File: config.mk
export PLATFORM = sky130hd
export DESIGN_NAME = riff_wave_header_parser_unit_flat
export DESIGN_NICKNAME = d
export VERILOG_FILES = /design/src/sv/rwhp_pkg.sv /design/src/sv/rwhp_if.sv /design/src/sv/riff_wave_header_parser_unit.sv /design/src/flat_wrapper.sv
export SDC_FILE = /design/constraint.sdc
export NUM_CORES = 2
export LEC_CHECK = 0
export BUFFER_PORTS_ARGS = -buffer_cell sky130_fd_sc_hd__buf_4
export CORE_MARGIN = 2
export CORE_UTILIZATION = 28
export DETAILED_ROUTE_END_ITERATION = 8
export PLACE_DENSITY = 0.53
export SLEW_MARGIN = 20
export SYNTH_ARGS = -nofsm -noshare
export SYNTH_HDL_FRONTEND = slang
export SYNTH_SLANG_ARGS = --single-unit
File: constraint.sdc
create_clock -name i_clk -period 7.7 [get_ports i_clk]
set_clock_uncertainty 0.15 [all_clocks]
set_input_delay 1.54 -clock i_clk [delete_from_list [all_inputs] [get_ports i_clk]]
set_output_delay 1.54 -clock i_clk [all_outputs]
set_load 0.005 [all_outputs]
File: src/sv/rwhp_pkg.sv
package rwhp_pkg;

    localparam int unsigned NUM_W     = 42;
    localparam int unsigned DEN_W     = 49;
    localparam int unsigned REM_W     = DEN_W + 1;
    localparam int unsigned DIV_STEPS = NUM_W;
    localparam int unsigned CNT_W     = $clog2(DIV_STEPS);

    localparam logic [31:0] TAG_RIFF      = 32'h4646_4952;
    localparam logic [31:0] TAG_WAVE      = 32'h4556_4157;
    localparam logic [31:0] TAG_FMT       = 32'h2074_6d66;
    localparam logic [31:0] TAG_DATA      = 32'h6174_6164;
    localparam logic [31:0] FMT_MIN_BYTES = 32'd16;

    typedef enum logic [4:0] {
        PH_RIFF_ID,
        PH_RIFF_LEN,
        PH_WAVE_ID,
        PH_FMT_ID,
        PH_FMT_LEN,
        PH_SKIP_FMT,
        PH_F_TAG,
        PH_F_CH,
        PH_F_RATE,
        PH_F_BRATE,
        PH_F_ALIGN,
        PH_F_BITS,
        PH_DATA_ID,
        PH_DATA_LEN,
        PH_SKIP_DATA,
        PH_DONE
    } t_phase;

    typedef enum logic [1:0] {
        SEQ_IDLE,
        SEQ_MUL,
        SEQ_DIV
    } t_seq;

    typedef struct packed {
        logic [7:0] data_byte;
        logic       first_byte;
        logic       final_byte;
    } t_in_item;

    typedef struct packed {
        logic              status;
        logic [15:0]       format_code;
        logic [15:0]       channel_count;
        logic [31:0]       sample_rate;
        logic [31:0]       byte_rate;
        logic [15:0]       frame_align;
        logic [4:0]        sample_bits;
        logic [31:0]       payload_offset;
        logic [31:0]       payload_length;
        logic [NUM_W-1:0]  duration_ms;
    } t_res_item;

    function automatic logic tag_rejected(input logic [15:0] tag);
        logic rej;
        case (tag) inside
            16'h0000, 16'h0002, 16'h0006, 16'h0007, 16'h0010,
            16'h0015, 16'h0016, 16'h0101, 16'h0102, 16'h0103: rej = 1'b1;
            default: rej = 1'b0;
        endcase
        return rej;
    endfunction

endpackage

File: src/sv/rwhp_if.sv
interface rwhp_in_if;
    logic                valid;
    logic                ready;
    rwhp_pkg::t_in_item  payload;

    modport source (output valid, output payload, input ready);
    modport sink   (input valid, input payload, output ready);
endinterface

interface rwhp_res_if;
    logic                valid;
    logic                ready;
    rwhp_pkg::t_res_item payload;

    modport source (output valid, output payload, input ready);
    modport sink   (input valid, input payload, output ready);
endinterface

File: src/sv/riff_wave_header_parser_unit.sv
// channel  dir  payload                                  request
// i_byte   in   data_byte, first_byte, final_byte        one file byte
// o_res    out  status, format fields, offset, length,   one header result
//               duration_ms
//
// One byte per cycle while parsing. An accepted header then takes a multiply
// step and a restoring division (one quotient bit per step) before the
// result appears; i_byte.ready is low meanwhile. Error results appear the
// cycle after the byte. Synchronous reset returns the parser to the RIFF tag.
// i_byte.ready also drops while a result waits and o_res.ready is low.
module riff_wave_header_parser_unit (
    input  logic          i_clk,
    input  logic          i_rst_n,
    rwhp_in_if.sink       i_byte,
    rwhp_res_if.source    o_res
);

    rwhp_pkg::t_phase r_phase, n_phase, cur_phase;
    logic [1:0]       r_idx, n_idx, cur_idx;
    logic [23:0]      r_field, n_field, cur_field;
    logic [31:0]      r_pos, n_pos, cur_pos;
    logic [31:0]      r_chunk_id, n_chunk_id;
    logic [31:0]      r_len, n_len;
    logic [31:0]      r_skip, n_skip;
    logic [15:0]      r_format, n_format;
    logic [15:0]      r_channels, n_channels;
    logic [31:0]      r_rate, n_rate;
    logic [31:0]      r_brate, n_brate;
    logic [15:0]      r_align, n_align;
    logic [4:0]       r_bits, n_bits;

    rwhp_pkg::t_seq   r_seq, n_seq;
    logic [rwhp_pkg::CNT_W-1:0] r_cnt;
    logic [rwhp_pkg::NUM_W-1:0] r_quo, n_quo;
    logic [rwhp_pkg::DEN_W-1:0] r_den, r_rem, n_rem;

    rwhp_pkg::t_res_item r_out;
    logic                r_out_valid;

    logic        acc, in_rdy, mul_en, div_en, div_last;
    logic        res_ok, res_err, two_byte, fld_done;
    logic [31:0] fld_val, skip_len;
    logic [47:0] prod;
    logic [rwhp_pkg::DEN_W-1:0] den_val;
    logic [rwhp_pkg::NUM_W-1:0] num_val;
    logic [rwhp_pkg::REM_W-1:0] shifted, sub;
    logic        ge;
    rwhp_pkg::t_res_item err_item, ok_item;

    assign acc = i_byte.valid && in_rdy;
    assign i_byte.ready = in_rdy;
    assign o_res.valid = r_out_valid;
    assign o_res.payload = r_out;

    assign cur_phase = i_byte.payload.first_byte ? rwhp_pkg::PH_RIFF_ID : r_phase;
    assign cur_idx   = i_byte.payload.first_byte ? 2'd0  : r_idx;
    assign cur_field = i_byte.payload.first_byte ? 24'd0 : r_field;
    assign cur_pos   = i_byte.payload.first_byte ? 32'd0 : r_pos;

    assign two_byte = cur_phase inside {rwhp_pkg::PH_F_TAG, rwhp_pkg::PH_F_CH,
                                        rwhp_pkg::PH_F_ALIGN, rwhp_pkg::PH_F_BITS};
    assign fld_val  = {8'd0, cur_field}
                    | ({24'd0, i_byte.payload.data_byte} << {cur_idx, 3'b000});
    assign fld_done = two_byte ? (cur_idx == 2'd1) : (cur_idx == 2'd3);
    assign skip_len = r_len - rwhp_pkg::FMT_MIN_BYTES;

    always_comb begin
        n_phase    = r_phase;
        n_idx      = r_idx;
        n_field    = r_field;
        n_pos      = r_pos;
        n_chunk_id = r_chunk_id;
        n_len      = r_len;
        n_skip     = r_skip;
        n_format   = r_format;
        n_channels = r_channels;
        n_rate     = r_rate;
        n_brate    = r_brate;
        n_align    = r_align;
        n_bits     = r_bits;
        res_ok     = 1'b0;
        res_err    = 1'b0;
        if (acc) begin
            n_phase = cur_phase;
            n_idx   = cur_idx;
            n_field = cur_field;
            n_pos   = (cur_pos == 32'hFFFF_FFFF) ? cur_pos : cur_pos + 32'd1;
            if (cur_phase == rwhp_pkg::PH_SKIP_FMT || cur_phase == rwhp_pkg::PH_SKIP_DATA) begin
                n_skip = r_skip - 32'd1;
                if (n_skip == 32'd0) begin
                    n_phase = (cur_phase == rwhp_pkg::PH_SKIP_FMT) ?
                              rwhp_pkg::PH_FMT_ID : rwhp_pkg::PH_DATA_ID;
                end
            end else if (cur_phase != rwhp_pkg::PH_DONE) begin
                if (!fld_done) begin
                    n_field = fld_val[23:0];
                    n_idx   = cur_idx + 2'd1;
                end else begin
                    n_field = '0;
                    n_idx   = '0;
                    case (cur_phase)
                        rwhp_pkg::PH_RIFF_ID: begin
                            if (fld_val != rwhp_pkg::TAG_RIFF) res_err = 1'b1;
                            else n_phase = rwhp_pkg::PH_RIFF_LEN;
                        end
                        rwhp_pkg::PH_RIFF_LEN: n_phase = rwhp_pkg::PH_WAVE_ID;
                        rwhp_pkg::PH_WAVE_ID: begin
                            if (fld_val != rwhp_pkg::TAG_WAVE) res_err = 1'b1;
                            else n_phase = rwhp_pkg::PH_FMT_ID;
                        end
                        rwhp_pkg::PH_FMT_ID: begin
                            n_chunk_id = fld_val;
                            n_phase    = rwhp_pkg::PH_FMT_LEN;
                        end
                        rwhp_pkg::PH_FMT_LEN: begin
                            n_len = fld_val;
                            if (r_chunk_id == rwhp_pkg::TAG_FMT) begin
                                if (fld_val < rwhp_pkg::FMT_MIN_BYTES) res_err = 1'b1;
                                else n_phase = rwhp_pkg::PH_F_TAG;
                            end else if (fld_val == 32'd0) begin
                                n_phase = rwhp_pkg::PH_FMT_ID;
                            end else begin
                                n_skip  = fld_val;
                                n_phase = rwhp_pkg::PH_SKIP_FMT;
                            end
                        end
                        rwhp_pkg::PH_F_TAG: begin
                            n_format = fld_val[15:0];
                            if (rwhp_pkg::tag_rejected(fld_val[15:0])) res_err = 1'b1;
                            else n_phase = rwhp_pkg::PH_F_CH;
                        end
                        rwhp_pkg::PH_F_CH: begin
                            n_channels = fld_val[15:0];
                            n_phase    = rwhp_pkg::PH_F_RATE;
                        end
                        rwhp_pkg::PH_F_RATE: begin
                            n_rate  = fld_val;
                            n_phase = rwhp_pkg::PH_F_BRATE;
                        end
                        rwhp_pkg::PH_F_BRATE: begin
                            n_brate = fld_val;
                            n_phase = rwhp_pkg::PH_F_ALIGN;
                        end
                        rwhp_pkg::PH_F_ALIGN: begin
                            n_align = fld_val[15:0];
                            n_phase = rwhp_pkg::PH_F_BITS;
                        end
                        rwhp_pkg::PH_F_BITS: begin
                            n_bits = fld_val[4:0];
                            if (fld_val[15:0] != 16'd8 && fld_val[15:0] != 16'd16) begin
                                res_err = 1'b1;
                            end else if (skip_len == 32'd0) begin
                                n_phase = rwhp_pkg::PH_DATA_ID;
                            end else begin
                                n_skip  = skip_len;
                                n_phase = rwhp_pkg::PH_SKIP_DATA;
                            end
                        end
                        rwhp_pkg::PH_DATA_ID: begin
                            n_chunk_id = fld_val;
                            n_phase    = rwhp_pkg::PH_DATA_LEN;
                        end
                        rwhp_pkg::PH_DATA_LEN: begin
                            n_len = fld_val;
                            if (r_chunk_id == rwhp_pkg::TAG_DATA) begin
                                res_ok = 1'b1;
                            end else if (fld_val == 32'd0) begin
                                n_phase = rwhp_pkg::PH_DATA_ID;
                            end else begin
                                n_skip  = fld_val;
                                n_phase = rwhp_pkg::PH_SKIP_DATA;
                            end
                        end
                        default: n_phase = rwhp_pkg::PH_DONE;
                    endcase
                end
            end
            if (cur_phase != rwhp_pkg::PH_DONE && !res_ok && !res_err
                    && i_byte.payload.final_byte) begin
                res_err = 1'b1;
            end
            if (res_ok || res_err) n_phase = rwhp_pkg::PH_DONE;
        end
    end

    // sequencer: next state
    always_comb begin
        n_seq = r_seq;
        case (r_seq)
            rwhp_pkg::SEQ_IDLE: if (res_ok) n_seq = rwhp_pkg::SEQ_MUL;
            rwhp_pkg::SEQ_MUL:  n_seq = rwhp_pkg::SEQ_DIV;
            rwhp_pkg::SEQ_DIV:  if (div_last) n_seq = rwhp_pkg::SEQ_IDLE;
            default:            n_seq = rwhp_pkg::SEQ_IDLE;
        endcase
    end

    // sequencer: outputs
    always_comb begin
        in_rdy   = 1'b0;
        mul_en   = 1'b0;
        div_en   = 1'b0;
        div_last = 1'b0;
        case (r_seq)
            rwhp_pkg::SEQ_IDLE: in_rdy = !r_out_valid || o_res.ready;
            rwhp_pkg::SEQ_MUL:  mul_en = 1'b1;
            rwhp_pkg::SEQ_DIV: begin
                div_en   = 1'b1;
                div_last = (r_cnt == rwhp_pkg::CNT_W'(rwhp_pkg::DIV_STEPS - 1));
            end
            default: ;
        endcase
    end

    // duration: len*1000 / (channels*rate*bytes_per_sample)
    assign prod    = 48'(r_channels) * 48'(r_rate);
    assign den_val = r_bits[4] ? {prod, 1'b0} : {1'b0, prod};
    assign num_val = {r_len, 10'd0} - {6'd0, r_len, 4'd0} - {7'd0, r_len, 3'd0};

    assign shifted = {r_rem, r_quo[rwhp_pkg::NUM_W-1]};
    assign ge      = shifted >= {1'b0, r_den};
    assign sub     = shifted - {1'b0, r_den};
    assign n_rem   = ge ? sub[rwhp_pkg::DEN_W-1:0] : shifted[rwhp_pkg::DEN_W-1:0];
    assign n_quo   = {r_quo[rwhp_pkg::NUM_W-2:0], ge};

    always_comb begin
        err_item        = '0;
        err_item.status = 1'b1;
        ok_item                = '0;
        ok_item.format_code    = r_format;
        ok_item.channel_count  = r_channels;
        ok_item.sample_rate    = r_rate;
        ok_item.byte_rate      = r_brate;
        ok_item.frame_align    = r_align;
        ok_item.sample_bits    = r_bits;
        ok_item.payload_offset = r_pos;
        ok_item.payload_length = r_len;
        ok_item.duration_ms    = (r_den == '0) ? '0 : n_quo;
    end

    always_ff @(posedge i_clk) begin
        if (!i_rst_n) begin
            r_phase     <= rwhp_pkg::PH_RIFF_ID;
            r_idx       <= '0;
            r_field     <= '0;
            r_pos       <= '0;
            r_seq       <= rwhp_pkg::SEQ_IDLE;
            r_cnt       <= '0;
            r_out_valid <= 1'b0;
        end else begin
            r_phase <= n_phase;
            r_idx   <= n_idx;
            r_field <= n_field;
            r_pos   <= n_pos;
            r_seq   <= n_seq;
            if (mul_en) r_cnt <= '0;
            else if (div_en) r_cnt <= r_cnt + rwhp_pkg::CNT_W'(1);
            if (res_err || div_last) r_out_valid <= 1'b1;
            else if (o_res.ready) r_out_valid <= 1'b0;
        end
    end

    always_ff @(posedge i_clk) begin
        r_chunk_id <= n_chunk_id;
        r_len      <= n_len;
        r_skip     <= n_skip;
        r_format   <= n_format;
        r_channels <= n_channels;
        r_rate     <= n_rate;
        r_brate    <= n_brate;
        r_align    <= n_align;
        r_bits     <= n_bits;
        if (mul_en) begin
            r_quo <= num_val;
            r_den <= den_val;
            r_rem <= '0;
        end else if (div_en) begin
            r_quo <= n_quo;
            r_rem <= n_rem;
        end
        if (res_err) r_out <= err_item;
        else if (div_last) r_out <= ok_item;
    end

endmodule

File: src/flat_wrapper.sv
// flat-port wrapper written by rule: the top's interface ports become plain ports
module riff_wave_header_parser_unit_flat 
  (i_clk, i_rst_n, i_byte_valid, i_byte_payload, i_byte_ready, o_res_valid, o_res_payload, o_res_ready);
  rwhp_in_if i_byte_i ();
  rwhp_res_if o_res_i ();
  input  logic i_clk;
  input  logic i_rst_n;
  input wire logic [$bits(i_byte_i.valid)-1:0] i_byte_valid;
  input wire logic [$bits(i_byte_i.payload)-1:0] i_byte_payload;
  output wire logic [$bits(i_byte_i.ready)-1:0] i_byte_ready;
  output wire logic [$bits(o_res_i.valid)-1:0] o_res_valid;
  output wire logic [$bits(o_res_i.payload)-1:0] o_res_payload;
  input wire logic [$bits(o_res_i.ready)-1:0] o_res_ready;
  assign i_byte_i.valid = i_byte_valid;
  assign i_byte_i.payload = i_byte_payload;
  assign i_byte_ready = i_byte_i.ready;
  assign o_res_valid = o_res_i.valid;
  assign o_res_payload = o_res_i.payload;
  assign o_res_i.ready = o_res_ready;
  riff_wave_header_parser_unit u_core (.i_clk(i_clk), .i_rst_n(i_rst_n), .i_byte(i_byte_i), .o_res(o_res_i));
endmodule
==> results.py <==
metrics = {
    "finish": {
        "area_growth_pct": 15.6,
        "final_nets": 6184,
        "drive_gt1_share_pct": 10.8,
        "final_cells": 7855,
        "n_fill_cell": 17900,
        "fin_area_mm2": 0.0562,
    },
    "route": {
        "drt-pass1-iter-count": 5,
        "drc": 0,
        "vias": 38100,
        "totalWireLength_mm": 150,
        "vias_per_cell": 4.85,
        "wire_per_inst_um": 19.1,
        "antenna_left": 0,
        "drt_iter0_markers": 2699,
    },
    "timing": {
        "min_period_ns": 7.28,
        "tightest_slew_ns": 1.15,
        "finalMaxSlewViolations": 0,
        "hold_viol": 0,
        "rsz0062_at_grt": "no",
        "fmax_ghz": 0.137,
        "relSlewSlack_pct": 23.0,
        "whs_ns": 0.305,
        "fin_tns_setup_ns": 0,
        "finalSetupViolCount": 0,
        "finalCritPeriodShare_pct": 94.6,
    },
    "placed_design": {
        "dpl_cell_area_mm2": 0.0534,
        "io_buffers": 239,
        "place_congestion": 0.865,
        "post-place-cells": 7701,
        "place_hpwl_mm": 113,
    },
    "setup_path": {
        "slowest_stage": "edfxtp_1",
        "path_common_cell": "fa_1",
        "worst_setup_path_start_kind": "flop",
        "r2r_slack_ns": 0.42,
        "crit_path_max_fanout": 8,
        "reg2regPathDepth": 25,
        "rr_endpoint": "u_core.r_den[44]",
        "end_kind": "flop",
        "rr_startpoint": "u_core.r_rate[21]",
        "critPathKind": "flop to flop",
        "worstPathArrival_ns": 7.54,
        "critPathRequiredTime_ns": 7.96,
        "max_stage_delay_ns": 0.57,
    },
    "global_route": {
        "grt_pass1_vias": 39200,
        "overflow": 0,
        "grt_max_degree": 94,
        "grtUsageTotal_pct": 17.0,
        "antenna_found_initial": 4,
        "grt_pass1_wl_mm": 234,
    },
    "yosys": {
        "yosys_register_bits": 649,
        "synth_area_leaders": "edfxtp_1 (19%), fa_1 (18%), dfxtp_1 (14%)",
        "syn_area_mm2": 0.0486,
        "synth_ff_type": "dfxtp_1",
        "netlist-cell-type-count": 79,
        "syn-instance-count": 5315,
        "synth-adder-area-share_pct": 24.6,
        "synth-compound-area-share_pct": 12.0,
        "async_flop_share_pct": 0,
        "synth_seq_area_share_pct": 33.0,
        "yosys.area_share.simple_pct": 17.6,
        "synth_edf_count": 304,
        "synthesis.nets": 6017,
        "post-synth-top-area-cell": "edfxtp_1",
        "syn_area_per_cell_um2": 9.15,
        "yosysWarnings": 0,
        "yosys.area_share.xor_xnor_pct": 3.87,
        "yosysTopAreaCellShare_pct": 18.8,
        "synth_mux_area_share_pct": 2.16,
        "synth_top_family_by_area": "adder cells",
    },
    "clock_network": {
        "clk_latency_ns": 0.69,
        "clk_pin_slew_ns": 0.06,
        "cts_buffers": 75,
        "ctsLongestPathBuffers": 3,
        "tritoncts": "yes",
        "ctsRootBufferMaster": "clkbuf_16",
        "htree_levels": 3,
        "cts.sinks": 649,
    },
    "die": {
        "num_rows": 152,
        "dieArea_mm2": 0.177,
        "die_x_um": 421,
        "ios": 240,
        "core_mm2": 0.172,
        "die_h_um": 421,
        "initial_utilization_pct": 28.2,
    },
    "worst_hold_path": {
        "hold_depth": 2,
        "hp-class": "flop to flop",
        "worst_hold_startpoint": "u_core.o_res.payload[46]",
        "whs_endpoint": "u_core.o_res.payload[46]",
    },
    "flow_run": {
        "drv_cap": 0,
    },
    "pwr": {
        "p_per_area_mw_per_mm2": 137,
        "p_leak_nw": 23.0,
        "ir_worst_vdd_mv": 0.152,
    },
    "outcome": {
        "status": "completed",
    },
}
-- metal layers --
metal	global-route usage (%)	part of all wire [%]	routed length, µm	up-vias
met1	21.5	43	63900	19000
met2	29.3	49	73400	833
li1	-	-	-	18000
met4	6.96	4.1	6220	0
met3	2.10	4.4	6550	223
met5	0	0	0	-
-- worst max-delay path by stage --
stage	startpoint	endpoint	slack, ns	cells past startpoint
after global routing	u_core.r_rate[5]	u_core.r_den[35]	0.01	23
final	u_core.r_rate[21]	u_core.r_den[44]	0.42	25
after CTS	u_core.r_rate[17]	u_core.r_den[44]	0.17	24
after detailed placement	u_core.r_rate[9]	u_core.r_den[44]	0.20	23
after global placement	u_core.r_rate[9]	u_core.r_den[42]	0.21	21
after floorplan	i_byte_payload[1]	u_core.r_rate[0]	0.89	9
-- cells in the final DEF (no fill, tap or decap), drive strengths merged, types with 115 or more instances in the layout --
| cell | instances |
|---|---|
| xnor2 | 154 |
| a21oi | 386 |
| nand2 | 913 |
| clkbuf | 115 |
| fa | 444 |
| inv | 600 |
| buf | 372 |
| o21ai | 155 |
| dfxtp | 345 |
| nor2 | 279 |
| and2 | 223 |
| edfxtp | 304 |
| ha | 244 |
-- cells by family (layout without fill, tap and decap cells) --
logic type      Yosys count  after routing
xor+xnor                215            215
buf+inv                 879           1108
mux                      98             98
compound gates          943            943
simple gates           1843           1843
fa+ha+maj               688            688
other cells               0              1
flops                   649            649
-- cell type report --
cell class              count  area [µm²]  share of cell area, %
multi-input cells        3787       29400                   52.4
diodes                      1        2.50                0.00445
well taps                2310        2890                   5.14
clock buffers             115        2370                   4.22
flip-flops and latches    649       16000                   28.5
repair buffers            372        3000                   5.34
clock inverters            24         228                  0.405
inverters                 597        2240                   3.99
-- per-stage QoR --
stage	worst slack, ns	util (%)	power, mW
after floorplan	0.891	-	3.88
after global placement	0.210	31.0	4.01
after detailed placement	0.204	31.0	4.02
after CTS	0.169	32.6	7.77
after global routing	0.0102	32.6	7.93
final	0.416	32.6	7.68
-- cells in the mapped netlist (all sizes together), types with 36 or more instances --
master	n
nor3	67
dfxtp	345
ha	244
xnor2	154
clkbuf	254
o211ai	47
a22oi	72
edfxtp	304
fa	444
nand3	75
mux2	56
nand2b	36
a21o	65
nor4	40
nor2	279
inv	596
and2	223
nand2	913
o21ai	155
mux2i	42
xor2	61
nand4	55
a211oi	61
a21oi	386
-- critical path, delay by kind of cell (launching register included) --
kind	cells	cell delay (ns)
compound gates	5	1.12
xor+xnor	1	0.17
fa+ha+maj	7	3.40
buf+inv	8	0.76
flops	1	0.57
mux	1	0.28
simple gates	3	0.55
-- registers in the layout, indices dropped and copies added (netlist names), 24 cells and up --
signal	cells
u_core.o_res.payload	224
u_core.r_den	49
u_core.r_rem	49
u_core.r_quo	42
u_core.r_brate	32
u_core.r_chunk_id	32
u_core.r_len	32
u_core.r_pos	32
u_core.r_rate	32
u_core.r_skip	32
u_core.r_field	24
-- where the power goes --
part	switching [mW]	internal (mW)	leakage [nW]
sequential	0.0134	3.61	5.31
combinational	0.227	0.0913	16.4
clock	1.53	2.21	1.28
total	1.77	5.91	23.0
-- timing repair --
action	CTS	global route
gates resized for setup	0	4
hold buffers	0	0
endpoints found under the setup margin	0	11
endpoints found under the hold margin	0	0
setup buffers	0	13
Note: power is estimated with default switching activity, not from simulation.
